### src/sv/assert_macros.svh
// Assertion macros shared by the name decompressor modules.
`ifndef ASSERT_MACROS_SVH
`define ASSERT_MACROS_SVH

// A condition that must hold at every clock edge outside reset.
`define ASSERT_ALWAYS(lbl, prop, msg) \
    lbl: assert property (@(posedge clk) disable iff (!rst_n) (prop)) else $error(msg);

// A consequent that must hold in the same cycle as its antecedent.
`define ASSERT_IMPLIES(lbl, ante, cons, msg) \
    lbl: assert property (@(posedge clk) disable iff (!rst_n) (ante) |-> (cons)) \
        else $error(msg);

// A consequent that must hold in the cycle after its antecedent.
`define ASSERT_NEXT(lbl, ante, cons, msg) \
    lbl: assert property (@(posedge clk) disable iff (!rst_n) (ante) |=> (cons)) \
        else $error(msg);

`endif

### src/sv/dnd_pkg.sv
// Shared constants, types and the microcode table of the DNS name decompressor.
package dnd_pkg;

    // Storage sizes.
    localparam int MSG_BYTES  = 512;
    localparam int NAME_LIMIT = 255;

    // Port field widths.
    localparam int OP_W   = 2;
    localparam int ADDR_W = 9;
    localparam int BYTE_W = 8;
    localparam int MLEN_W = 10;
    localparam int ST_W   = 3;
    localparam int LBL_W  = 7;
    localparam int NLEN_W = 8;
    localparam int USED_W = 10;

    // Derived internal widths.
    localparam int LABEL_MAX = 63;
    localparam int MSG_AW    = $clog2(MSG_BYTES);
    localparam int POS_W     = $clog2(MSG_BYTES + 1);
    localparam int NAME_AW   = $clog2(NAME_LIMIT);
    localparam int LEN_W     = $clog2(NAME_LIMIT + 1);
    localparam int TOT_W     = $clog2(NAME_LIMIT + 1);
    localparam int SUM_W     = $clog2(NAME_LIMIT + LABEL_MAX + 2);
    localparam int OFS_W     = 6;
    localparam int TGT_W     = OFS_W + BYTE_W;
    localparam int STEP_W    = 5;

    // Wire-format codes.
    localparam logic [BYTE_W-1:0] LEN_CODE_TOP  = 8'd64;
    localparam logic [BYTE_W-1:0] PTR_CODE_BASE = 8'd192;
    localparam logic [BYTE_W-1:0] OFS_MASK      = 8'h3F;
    localparam logic [BYTE_W-1:0] DOT_CHAR      = 8'h2E;

    typedef enum logic [ST_W-1:0] {
        ST_OK        = 3'd0,
        ST_BAD_LABEL = 3'd1,
        ST_FORWARD   = 3'd2,
        ST_TOO_LONG  = 3'd3,
        ST_RAN_OUT   = 3'd4
    } status_t;

    typedef enum logic [3:0] {
        A_NOP,
        A_WRITE_MSG,
        A_INIT,
        A_READ_NAME,
        A_FETCH,
        A_LABEL,
        A_DOT,
        A_CHAR,
        A_TARGET_HI,
        A_TARGET_LO,
        A_COMMIT,
        A_FAIL,
        A_DELIVER
    } action_t;

    typedef enum logic [3:0] {
        C_NONE,
        C_ALWAYS,
        C_DISPATCH,
        C_RAN_OUT,
        C_BAD_LABEL,
        C_POINTER,
        C_TOO_LONG,
        C_END_MARK,
        C_MORE_CHARS,
        C_FORWARD,
        C_OUT_FREE
    } cond_t;

    typedef logic [STEP_W-1:0] step_t;

    // Program steps. The four dispatch entries follow the operation codes.
    localparam step_t S_IDLE       = step_t'(0);
    localparam step_t S_LOAD       = step_t'(1);
    localparam step_t S_DECODE     = step_t'(2);
    localparam step_t S_READ       = step_t'(3);
    localparam step_t S_SPARE      = step_t'(4);
    localparam step_t S_LEN_FETCH  = step_t'(5);
    localparam step_t S_LEN_CHECK  = step_t'(6);
    localparam step_t S_LEN_PTR    = step_t'(7);
    localparam step_t S_LEN_COUNT  = step_t'(8);
    localparam step_t S_LEN_END    = step_t'(9);
    localparam step_t S_DOT        = step_t'(10);
    localparam step_t S_CHAR_FETCH = step_t'(11);
    localparam step_t S_CHAR_STORE = step_t'(12);
    localparam step_t S_CHAR_LAST  = step_t'(13);
    localparam step_t S_PTR_HI     = step_t'(14);
    localparam step_t S_PTR_FETCH  = step_t'(15);
    localparam step_t S_PTR_LO     = step_t'(16);
    localparam step_t S_PTR_JUMP   = step_t'(17);
    localparam step_t S_OK         = step_t'(18);
    localparam step_t S_BAD_LABEL  = step_t'(19);
    localparam step_t S_FORWARD    = step_t'(20);
    localparam step_t S_TOO_LONG   = step_t'(21);
    localparam step_t S_RAN_OUT    = step_t'(22);
    localparam step_t S_DONE       = step_t'(23);
    localparam step_t S_LAST       = S_DONE;

    typedef struct packed {
        action_t action;
        cond_t   cond;
        step_t   target;
        status_t status;
        logic    hold;
    } cword_t;

    // Datapath conditions seen by the sequencer.
    typedef struct packed {
        logic ran_out;
        logic bad_label;
        logic pointer;
        logic too_long;
        logic end_mark;
        logic more_chars;
        logic forward;
        logic out_free;
    } flags_t;

    // Sequencer commands to the datapath.
    typedef struct packed {
        action_t action;
        status_t status;
        logic    accept;
    } ctrl_t;

    function automatic cword_t cw(action_t a, cond_t c, step_t t, status_t s, logic h);
        cword_t w;
        w.action = a;
        w.cond   = c;
        w.target = t;
        w.status = s;
        w.hold   = h;
        return w;
    endfunction

    // Microcode table. A true condition jumps to the target, plus the operation code on a
    // dispatch; otherwise the step either holds or falls through to the next one.
    function automatic cword_t ucode(step_t s);
        cword_t w;
        unique case (s)
            S_IDLE:       w = cw(A_NOP,       C_DISPATCH,   S_LOAD,       ST_OK,        1'b1);
            S_LOAD:       w = cw(A_WRITE_MSG, C_ALWAYS,     S_DONE,       ST_OK,        1'b0);
            S_DECODE:     w = cw(A_INIT,      C_ALWAYS,     S_LEN_FETCH,  ST_OK,        1'b0);
            S_READ:       w = cw(A_READ_NAME, C_ALWAYS,     S_DONE,       ST_OK,        1'b0);
            S_SPARE:      w = cw(A_NOP,       C_ALWAYS,     S_DONE,       ST_OK,        1'b0);
            S_LEN_FETCH:  w = cw(A_FETCH,     C_RAN_OUT,    S_RAN_OUT,    ST_OK,        1'b0);
            S_LEN_CHECK:  w = cw(A_NOP,       C_BAD_LABEL,  S_BAD_LABEL,  ST_OK,        1'b0);
            S_LEN_PTR:    w = cw(A_NOP,       C_POINTER,    S_PTR_HI,     ST_OK,        1'b0);
            S_LEN_COUNT:  w = cw(A_LABEL,     C_TOO_LONG,   S_TOO_LONG,   ST_OK,        1'b0);
            S_LEN_END:    w = cw(A_NOP,       C_END_MARK,   S_OK,         ST_OK,        1'b0);
            S_DOT:        w = cw(A_DOT,       C_NONE,       S_IDLE,       ST_OK,        1'b0);
            S_CHAR_FETCH: w = cw(A_FETCH,     C_RAN_OUT,    S_RAN_OUT,    ST_OK,        1'b0);
            S_CHAR_STORE: w = cw(A_CHAR,      C_MORE_CHARS, S_CHAR_FETCH, ST_OK,        1'b0);
            S_CHAR_LAST:  w = cw(A_NOP,       C_ALWAYS,     S_LEN_FETCH,  ST_OK,        1'b0);
            S_PTR_HI:     w = cw(A_TARGET_HI, C_NONE,       S_IDLE,       ST_OK,        1'b0);
            S_PTR_FETCH:  w = cw(A_FETCH,     C_RAN_OUT,    S_RAN_OUT,    ST_OK,        1'b0);
            S_PTR_LO:     w = cw(A_TARGET_LO, C_FORWARD,    S_FORWARD,    ST_OK,        1'b0);
            S_PTR_JUMP:   w = cw(A_NOP,       C_ALWAYS,     S_LEN_FETCH,  ST_OK,        1'b0);
            S_OK:         w = cw(A_COMMIT,    C_ALWAYS,     S_DONE,       ST_OK,        1'b0);
            S_BAD_LABEL:  w = cw(A_FAIL,      C_ALWAYS,     S_DONE,       ST_BAD_LABEL, 1'b0);
            S_FORWARD:    w = cw(A_FAIL,      C_ALWAYS,     S_DONE,       ST_FORWARD,   1'b0);
            S_TOO_LONG:   w = cw(A_FAIL,      C_ALWAYS,     S_DONE,       ST_TOO_LONG,  1'b0);
            S_RAN_OUT:    w = cw(A_FAIL,      C_ALWAYS,     S_DONE,       ST_RAN_OUT,   1'b0);
            S_DONE:       w = cw(A_DELIVER,   C_OUT_FREE,   S_IDLE,       ST_OK,        1'b1);
            default:      w = cw(A_NOP,       C_ALWAYS,     S_IDLE,       ST_OK,        1'b0);
        endcase
        return w;
    endfunction

endpackage

### src/sv/dnd_sequencer.sv
// Step counter, microcode fetch and jump logic of the name decompressor.
`include "assert_macros.svh"

module dnd_sequencer (
    input  logic                      clk,
    input  logic                      rst_n,
    input  logic                      item_valid,
    input  logic [dnd_pkg::OP_W-1:0]  operation,
    input  dnd_pkg::flags_t           flags,
    output logic                      item_stall,
    output dnd_pkg::ctrl_t            ctrl
);
    import dnd_pkg::*;

    step_t  upc_reg;
    step_t  upc_next;
    cword_t word;
    logic   idle;
    logic   cond_true;

    assign word = ucode(upc_reg);
    assign idle = (upc_reg == S_IDLE);

    always_comb
    begin
        unique case (word.cond)
            C_NONE:       cond_true = 1'b0;
            C_ALWAYS:     cond_true = 1'b1;
            C_DISPATCH:   cond_true = item_valid;
            C_RAN_OUT:    cond_true = flags.ran_out;
            C_BAD_LABEL:  cond_true = flags.bad_label;
            C_POINTER:    cond_true = flags.pointer;
            C_TOO_LONG:   cond_true = flags.too_long;
            C_END_MARK:   cond_true = flags.end_mark;
            C_MORE_CHARS: cond_true = flags.more_chars;
            C_FORWARD:    cond_true = flags.forward;
            C_OUT_FREE:   cond_true = flags.out_free;
            default:      cond_true = 1'b0;
        endcase
    end

    always_comb
    begin
        priority if (word.cond == C_DISPATCH && cond_true)
        begin
            // Multi-way branch on the operation code of the accepted beat.
            upc_next = step_t'(word.target + step_t'(operation));
        end
        else if (cond_true)
        begin
            upc_next = word.target;
        end
        else if (word.hold)
        begin
            upc_next = upc_reg;
        end
        else
        begin
            upc_next = step_t'(upc_reg + 1'b1);
        end
    end

    always_ff @(posedge clk or negedge rst_n)
    begin
        if (!rst_n)
        begin
            upc_reg <= S_IDLE;
        end
        else
        begin
            upc_reg <= upc_next;
        end
    end

    assign item_stall  = !idle;
    assign ctrl.action = word.action;
    assign ctrl.status = word.status;
    assign ctrl.accept = idle && item_valid;

    `ASSERT_ALWAYS(a_upc_in_program, upc_reg <= S_LAST, "Step counter left the program.")
    `ASSERT_NEXT(a_dispatch_entry, ctrl.accept, (upc_reg == S_LOAD || upc_reg == S_DECODE || upc_reg == S_READ || upc_reg == S_SPARE), "Accepted beat did not dispatch.")

endmodule

### config.mk
export PLATFORM = sky130hd
export DESIGN_NAME = dnd_sequencer
export DESIGN_NICKNAME = d
export VERILOG_FILES = /design/src/sv/dnd_pkg.sv /design/src/sv/dnd_sequencer.sv
export VERILOG_INCLUDE_DIRS = /design/src /design/src/sv
export SDC_FILE = /design/constraint.sdc
export NUM_CORES = 1
export LEC_CHECK = 0
export ABC_AREA = 1
export BUFFER_PORTS_ARGS = -buffer_cell sky130_fd_sc_hd__buf_2
export CAP_MARGIN = 20
export CELL_PAD_IN_SITES_DETAIL_PLACEMENT = 1
export CELL_PAD_IN_SITES_GLOBAL_PLACEMENT = 1
export CORE_MARGIN = 2
export CORE_UTILIZATION = 40
export DETAILED_ROUTE_END_ITERATION = 10
export PLACE_DENSITY_LB_ADDON = 0.1
export SYNTH_ARGS = -nofsm -noshare
export SYNTH_HDL_FRONTEND = slang
export SYNTH_SLANG_ARGS = --single-unit
### constraint.sdc
create_clock -name clk -period 6 [get_ports clk]
set_clock_uncertainty 0.2 [all_clocks]
set_input_delay 0 -clock clk [delete_from_list [all_inputs] [get_ports clk]]
set_output_delay 0 -clock clk [all_outputs]
set_load 0.1 [all_outputs]
Yosys cells after proc, flatten, opt, wreduce, memory -nomap -nowiden
Memories as Yosys holds them, arrays and structs flattened.
Index checks and enable logic that the tools add are counted.
Word-level totals
  register bits: 5
  latch bits: 0
  RAM bits: 0
  bits in read-only memories: 544
  input bits: 13
  output and inout bits: 9
  word-level logic and storage cells: 23
  memories: 1
Memory list
  (no name shown): words 32, bits a word 17, rd ports 1, clocked after Yosys merged registers in 0, write ports 0, RTL line dnd_pkg.sv:144  | unique case (s)
Operators by class
  add/subtract/negate cells: 2
  $mul: 0
  divide/modulo/power cells: 0
  $lt $le $gt $ge: 0
  equality and inequality tests: 11
  shift-type cells: 0
  muxes and demuxes: 4
  bitwise logic cells: 0
  reduce and logical (&&, ||, !) cells: 4
Operator list (count)
  $eq A4 B3 Y1 const B: 4
  $mux W5: 3
  $eq A4 B4 Y1 const B: 3
  $pmux W1 S10: 1
  $eq A4 B2 Y1 const B: 2
  $add A5 B1 Y5 const B: 1
  $add A5 B2 Y5: 1
  $logic_not A5 Y1: 1
  $eq A4 B1 Y1 const B: 1
  $ne A3 B1 Y1 const B: 1
  $logic_and A1 B1 Y1: 2
  $logic_not A1 Y1: 1

Depth between registers and ports, before layout
Gate-level depths: netlist (run 1).
An unclocked memory read counts as a cell.
  word-level depth: 5
  mapped depth: 17
  mapped depth without buffers: 17

Worst setup path before layout (run 1)
No wires, ideal clock.
  kind: register -> output
  start: register upc_reg[0]
  end: output ctrl[6] in the netlist's numbering
  arrival time: 3.373 ns
  data required time: 5.800 ns
  path slack: 2.427 ns
  stages on the path, launching flop included: 5
  path buffers: 0
  cells stage by stage: dfrtp_1 inv_1 ha_1 and3_1 o31ai_1
RTL lines
  start: declaration: RTL line dnd_sequencer.sv:15  | step_t upc_reg;
  start signal: assignment: RTL line dnd_sequencer.sv:71  | upc_reg <= upc_next;
  end: declaration: RTL line dnd_sequencer.sv:11  | output dnd_pkg::ctrl_t ctrl

Final worst setup path (run 1)
  start: register upc_reg[0]
  end: register upc_reg[1]
Between the ends
  cells in the longest elaborated chain, start to end: 5
  elaborated cells on any way between the ends: 19
  those cells by class: add/sub: 2; eq/ne: 11; mux: 4; reduce/logical: 1; memory: 1
Ends and longest elaborated chain
  $mem_v2 Z32 W17
  $eq A4 B4 Y1 (tied with other cells): RTL line dnd_sequencer.sv:26  | unique case (word.cond)
  $pmux W1 S10: RTL line dnd_sequencer.sv:26
  $logic_and A1 B1 Y1 / $mux W5 (equally long branches): RTL line dnd_sequencer.sv:44, dnd_sequencer.sv:49
  $ne A3 B1 Y1 (no line) / $mux W5 (equally long branches)
Several ways; a longest one is shown, not always the timed one. The select of a mux whose other input is x is not followed.
A chain may end at the register's enable or synchronous reset.

==> results.md, run 1 <==
- CP required: between 5 and 6 ns
- Final Max Slew Viols: 0
- GP Congestion: roughly 0.86
- Synth top area share: 19.3%
- # nets final: 217
- H-tree depth: 1
- Crit path cell chain: inv_1, ha_1, and3_1, o31ai_1, fa_1, nand2_1, nand3_1, nand2_1, nand2_1
- Worst Path Arrival: 2.74 ns
- Vias in the first global route: ~1200
- CP Launch Type: flop
- DIE HEIGHT: ~56 um
- Clock latency on the worst-skew pair: 0.24 ns
- Syn Std Cell Area: about 1100 um^2
- Mapped Avg Cell Area: roughly 6.4 um^2
- Die area: about 3200 um^2
- Detailed Route WL: 3.18 mm
- Hold path startpoint: operation[0]
- Setup slack, reg-to-reg: approximately 3.2 ns
- Synth warn: 0
- Outcome: finished, final reports clean
- IO Pins: 22
- Worst slew pin tran: approximately 0.68 ns
- Vias per cell: a little over 5
- Drt first-iter violations: 33
- First-pass GRT wire length: 5.60 mm
- Unrepaired setup endpoints after global routing: false
- Final Hold Vio Count: 0
- Cells after Synth: 170
- Pre-Repair DR Iteration Count: 4
- Tmin final: between 2 and 3 ns
- Most common cell on crit path: nand2_1
- Final Util: about 50%
- CTS tree: built
- Residual DRC: 0
- Slew Limit Headroom: 54.7%
- Setup_tns: 0 ns
- Post_cts resized: 0
- Synth area leader: nand2_1
- Synthesized Nets: about 190
- CP endpoint kind: flop
- Area contributors post-synth: nand2_1, dfrtp_1, nand3_1
- Synth unique cells: 32
- CTS buffer count: 3
- Commonest non-fill, non-tap cell in the layout: nand2_1
- Synthesized flop and latch total: 5
- Setup violators final: 0
- Fmax: 356 MHz
- Initial core utilization: 43.2%
- Final ANT Viol Nets: 0
- Worst Setup Path Type: reg -> reg
- Worst hold stages: 6
- Clock Pin Slew Worst Setup and Hold Paths: 0.04 ns
- Post-synthesis sequential area ratio: between 10% and 20%
- Worst r2r path cells: 9
- Initial antenna violation count: 0
- Placed cells: ~220
- Total number of vias: approximately 1200
- R2R Path End: upc_reg[1]
- Largest register FFs: 5
- Antenna diodes: 0
- Post-DR wirelength/cell: approximately 14 um
- Post-DP HPWL: 2.70 mm
- Core Footprint: between 2000 and 3000 um^2
- Final cycle utilization of the critical path: ~47%
- Share of cells above drive strength 1: 26.8%
- Global-route usage over all layers: a little over a fifth
- GRT overflow: 0
- Worst-path maximum fanout: 9
- Post-Layout Cell Count: roughly 220
- Row count: 18
- CTS root buf: clkbuf_4
- Crit-path slowest cell: dfrtp_1
- WHS Endpoint: upc_reg[0]
- Max Root-Sink Buffers: 2
- Hold Crit Class: in -> reg
- Area Overhead vs Synth: 14.9%
- # clock sinks: 5
- R2R Path Start: upc_reg[0]
- Die width: around 56 um
- Largest net degree at the start of global routing: 15
- Slowest stage delay, CP: ~0.5 ns
- I/O Buffers: 21
- Most frequent cells in the layout: nand2_1, nand3_1, buf_2, nor2_1, inv_1
- Max cap viols: 0
[cell families after synthesis]
logic type	after synthesis	share of synthesized area, %
DFF	5	11.5
xor gates and xnor gates	3	2.41
buffers and inverters	21	9.31
and+or+nand+nor	115	55.1
adders and majority gates	9	11.0
AOI/OAI and AO/OA	17	10.7
[Yosys cell counts, drive strengths merged]
| master | count |
|---|---|
| fa | 1 |
| ha | 8 |
| nand2 | 64 |
| a211oi | 1 |
| xor2 | 3 |
| o21ai | 5 |
| nor2 | 18 |
| o221ai | 1 |
| o31ai | 2 |
| o211ai | 2 |
| and3 | 1 |
| dfrtp | 5 |
| buf | 3 |
| or2 | 1 |
| inv | 18 |
| nor3 | 2 |
| nand4 | 4 |
| a21oi | 6 |
| nand3 | 25 |
[what timing repair did]
| action | 4_1_cts | 5_1_grt |
|---|---|---|
| hold endpoints to repair | 5 | 0 |
| setup endpoints to repair | 0 | 0 |
| hold buffers | 2 | 0 |
| setup buffers | 0 | 0 |
[worst max-delay path, delay by kind of cell, from the launching register on]
kind,cells,cell delay [ns]
adder cells (fa/ha/maj),2,0.87
flip-flops,1,0.50
AND/OR/NAND/NOR,5,0.50
AO/OA/AOI/OAI,1,0.44
buffers and inverters,1,0.18
[final cells by class]
class                           instances  area [um^2]
Inverter                               18         75.1
Multi-Input combinational cell        144          862
Tap cell                               30         37.5
Timing Repair Buffer                   23          125
Sequential cell                         5          125
Fill cell                             367         1270
Clock buffer                            4         26.3
[stage by stage]
stage | worst slack (ns) | instance area (um^2) | hold WS [ns]
6_report | 3.19 | 1250 | 0.0345
5_1_grt | 2.95 | 1250 | 0.0820
4_1_cts | 3.15 | 1250 | 0.0340
3_5_place_dp | 3.15 | 1200 | -0.385
3_3_place_gp | 3.19 | 1200 | -0.383
2_1_floorplan | 2.43 | 1090 | -0.496
[how the worst max path moves through the flow]
stage                     startpoint    endpoint  slack, ns  cells after the start
after floorplan           upc_reg[0]     ctrl[6]       2.43                      4
after global placement    upc_reg[0]  upc_reg[1]       3.19                      9
after detailed placement  upc_reg[0]  upc_reg[1]       3.15                      9
after CTS                 upc_reg[0]  upc_reg[1]       3.15                      9
after global routing      upc_reg[0]  upc_reg[1]       2.95                      9
final                     upc_reg[0]  upc_reg[1]       3.19                      9
[routing by layer]
layer  global-route usage, %  wire [um]  vias up
li1                        -          -      600
met1                    28.9       1480      541
met2                    39.3       1630       16
met3                   0.698         66        0
met4                    4.08          0        0
met5                       0          0        -
Power of run 1 is not shown: default switching activity piles up to over one toggle a cycle in this logic, so the estimate is an artifact.
==> run 2: changes to the inputs <==
Settings changed: CORE_UTILIZATION 40 to 34.
Clock period 6 ns to 2.4 ns, I/O delays scaled along.
==> run 2 against run 1 <==
Compared with the run above:
- core utilization increased by 13 points
- setup slack got worse by 3.2 ns
- via count increased by 28%
- first-iteration DRC count increased by 91%
- flip-flop and latch count unchanged
- global-route usage increased by 1.7 points
- sequential share of layout area decreased by 3.2 points
- cell area increased by 52%
- largest cell class unchanged
==> results.md, run 2 (synthesized netlist as in run 1, its figures left out) <==
- Max Root-Sink Buffers: 2 (unchanged)
- Detailed Route WL: 5.41 mm (+70%)
- R2R Path Start: upc_reg[1]
- Clock Pin Slew Worst Setup and Hold Paths: 0.04 ns (about the same)
- Slew Limit Headroom: 66.9% (+12 points)
- Die width: 60.6 um (+7.9%)
- R2R Path End: upc_reg[0]
- Final Hold Vio Count: 0 (unchanged)
- Vias in the first global route: 1421 (+16%)
- Most common cell on crit path: nand3_1
- Most frequent cells in the layout: nand2_1, buf_4, buf_2, nand3_1, nand2_2
- Drt first-iter violations: 63 (+91%)
- Largest register FFs: 5 (unchanged)
- Outcome: finished, final reports clean
- Clock latency on the worst-skew pair: 0.24 ns (about the same)
- Antenna diodes: 0 (unchanged)
- CP Launch Type: flop
- Residual DRC: 0 (unchanged)
- Slowest stage delay, CP: 0.46 ns (-0.04 ns)
- CP Buf/Inv Count: 3 (+2)
- Vias per cell: 5.32 (+3.1%)
- GRT overflow: 0 (unchanged)
- Post-DR wirelength/cell: 19.4 um (+37%)
- Area Overhead vs Synth: 74.6%
- Unrepaired setup endpoints after global routing: true
- CTS buffer count: 3 (unchanged)
- # nets final: 257 (+18%)
- H-tree depth: 1 (unchanged)
- CP endpoint kind: flop
- Critical path's top delay family: simple AND/OR/NAND/NOR gates
- Worst-path maximum fanout: 3 (-6)
- Fillcell total: 396 (+7.9%)
- Initial antenna violation count: 0 (unchanged)
- Final ANT Viol Nets: 0 (unchanged)
- I/O Buffers: 21 (unchanged)
- Crit-path slowest cell: dfrtp_2
- Final Max Slew Viols: 0 (unchanged)
- GP Congestion: 0.842 (-2.2%)
- Core Footprint: 3050 um^2 (+21%)
- # clock sinks: 5 (unchanged)
- WHS Endpoint: upc_reg[0]
- First-pass GRT wire length: 6.42 mm (+15%)
- Total number of vias: 1480 (+28%)
- IO Pins: 22 (unchanged)
- Row count: 20 (+2)
- Final cycle utilization of the critical path: 99.5% (+53 points)
- Fmax: 419 MHz (+18%)
- Worst Setup Path Type: reg -> reg
- Worst Path Arrival: 2.31 ns (-0.43 ns)
- Pre-Repair DR Iteration Count: 4 (unchanged)
- Initial core utilization: 35.7% (-7.5 points)
- Tmin final: 2.39 ns (-0.421 ns)
- Setup violators final: 0 (unchanged)
- Setup slack, reg-to-reg: 0.01 ns (-3.18 ns)
- Crit path cell chain: ha_4, nand2_2, buf_6, nor3_4, buf_4, a21oi_4, nand4_1, nand3_1, nand2_2, buf_4, nand3_1, nand3_1, nand2_1, nand2_1
- Hold Crit Class: in -> reg
- Min Hold Slack: 0.0704 ns (+0.0358 ns)
- Max cap viols: 0 (unchanged)
- DIE HEIGHT: 60.6 um (+7.9%)
- Die area: 3670 um^2 (+16%)
- Post-DP HPWL: 3.34 mm (+24%)
- Global-route usage over all layers: 23.5% (+1.7 points)
- Worst slew pin tran: 0.500 ns (-0.179 ns)
- Commonest non-fill, non-tap cell in the layout: nand2_1
- Share of cells above drive strength 1: 57.7% (+31 points)
- CP required: 2.32 ns (-3.61 ns)
- Hold path startpoint: operation[0]
- CTS tree: built
- Worst hold stages: 6 (unchanged)
- CTS root buf: clkbuf_4
- Largest net degree at the start of global routing: 15 (unchanged)
- Worst r2r path cells: 14 (+5)
-- run 2: cell types whose count changed in the layout (fill, tap and decap cells not counted), moves of 6 or more --
cell     previous run  this run
ha_4                0         7
buf_4               0        33
nand2_2             4        13
ha_1                8         0
nor2_4              3         9
nand2_1            56        44
-- run 2: worst min-delay path: stages --
cell and delay, ns:
buf_2 0.10, ha_4 0.12, nand2_1 0.04, nand3_1 0.08, nand2_1 0.06, nand2_1 0.06
-- run 2: how the worst max path moves through the flow --
| stage | startpoint | endpoint | slack [ns] | cells past startpoint |
|---|---|---|---|---|
| 2_1_floorplan | upc_reg[0] | ctrl[6] | -0.23 | 4 |
| 3_3_place_gp | upc_reg[0] | upc_reg[1] | -0.007 | 9 |
| 3_5_place_dp | upc_reg[0] | upc_reg[1] | -0.09 | 9 |
| 4_1_cts | upc_reg[0] | upc_reg[1] | 0.002 | 12 |
| 5_1_grt | upc_reg[1] | upc_reg[0] | -0.13 | 14 |
| 6_report | upc_reg[1] | upc_reg[0] | 0.01 | 14 |
-- run 2: stage by stage --
step | util [%] | TNS [ns] | setup WS (ns) | instance area, um^2 | std cells
6_report | 62.3 | 0 | 0.0115 | 1900 | 278
5_1_grt | 62.3 | -0.367 | -0.128 | 1900 | 278
4_1_cts | 51.4 | 0 | 0.00212 | 1570 | 269
3_5_place_dp | 49.1 | -0.228 | -0.0909 | 1500 | 263
3_3_place_gp | 49.1 | -0.00719 | -0.00719 | 1500 | 263
2_1_floorplan | - | -0.560 | -0.231 | 1120 | 170
-- run 2: what timing repair did --
item | in CTS | in global routing
endpoints found under the hold margin | 5 | 0
pin swaps | 0 | 29
resized for setup | 8 | 61
hold buffers | 2 | 0
gates cloned | 0 | 1
buffers inserted | 0 | 8
endpoints found under the setup margin | 5 | 5
-- run 2: cell type report --
cell class | instances | area [um^2] | share of cell area (%)
Timing Repair Buffer | 62 | 449 | 23.6
Multi-Input combinational cell | 145 | 1160 | 61.1
Inverter | 18 | 80.1 | 4.21
Clock buffer | 4 | 26.3 | 1.38
Sequential cell | 5 | 129 | 6.78
Tap cell | 44 | 55.1 | 2.90
-- run 2: routing by layer --
layer / vias to the layer above / global-route usage [%] / wire length (um) / part of all wire (%)
met5: - / 0 / 0 / 0
met4: 0 / 5.28 / 174 / 3.2
met3: 17 / 0.426 / 153 / 2.8
met2: 48 / 43.8 / 3020 / 56
met1: 719 / 30.1 / 2060 / 38
li1: 696 / - / - / -
Power of run 2 is left out for the same reason.
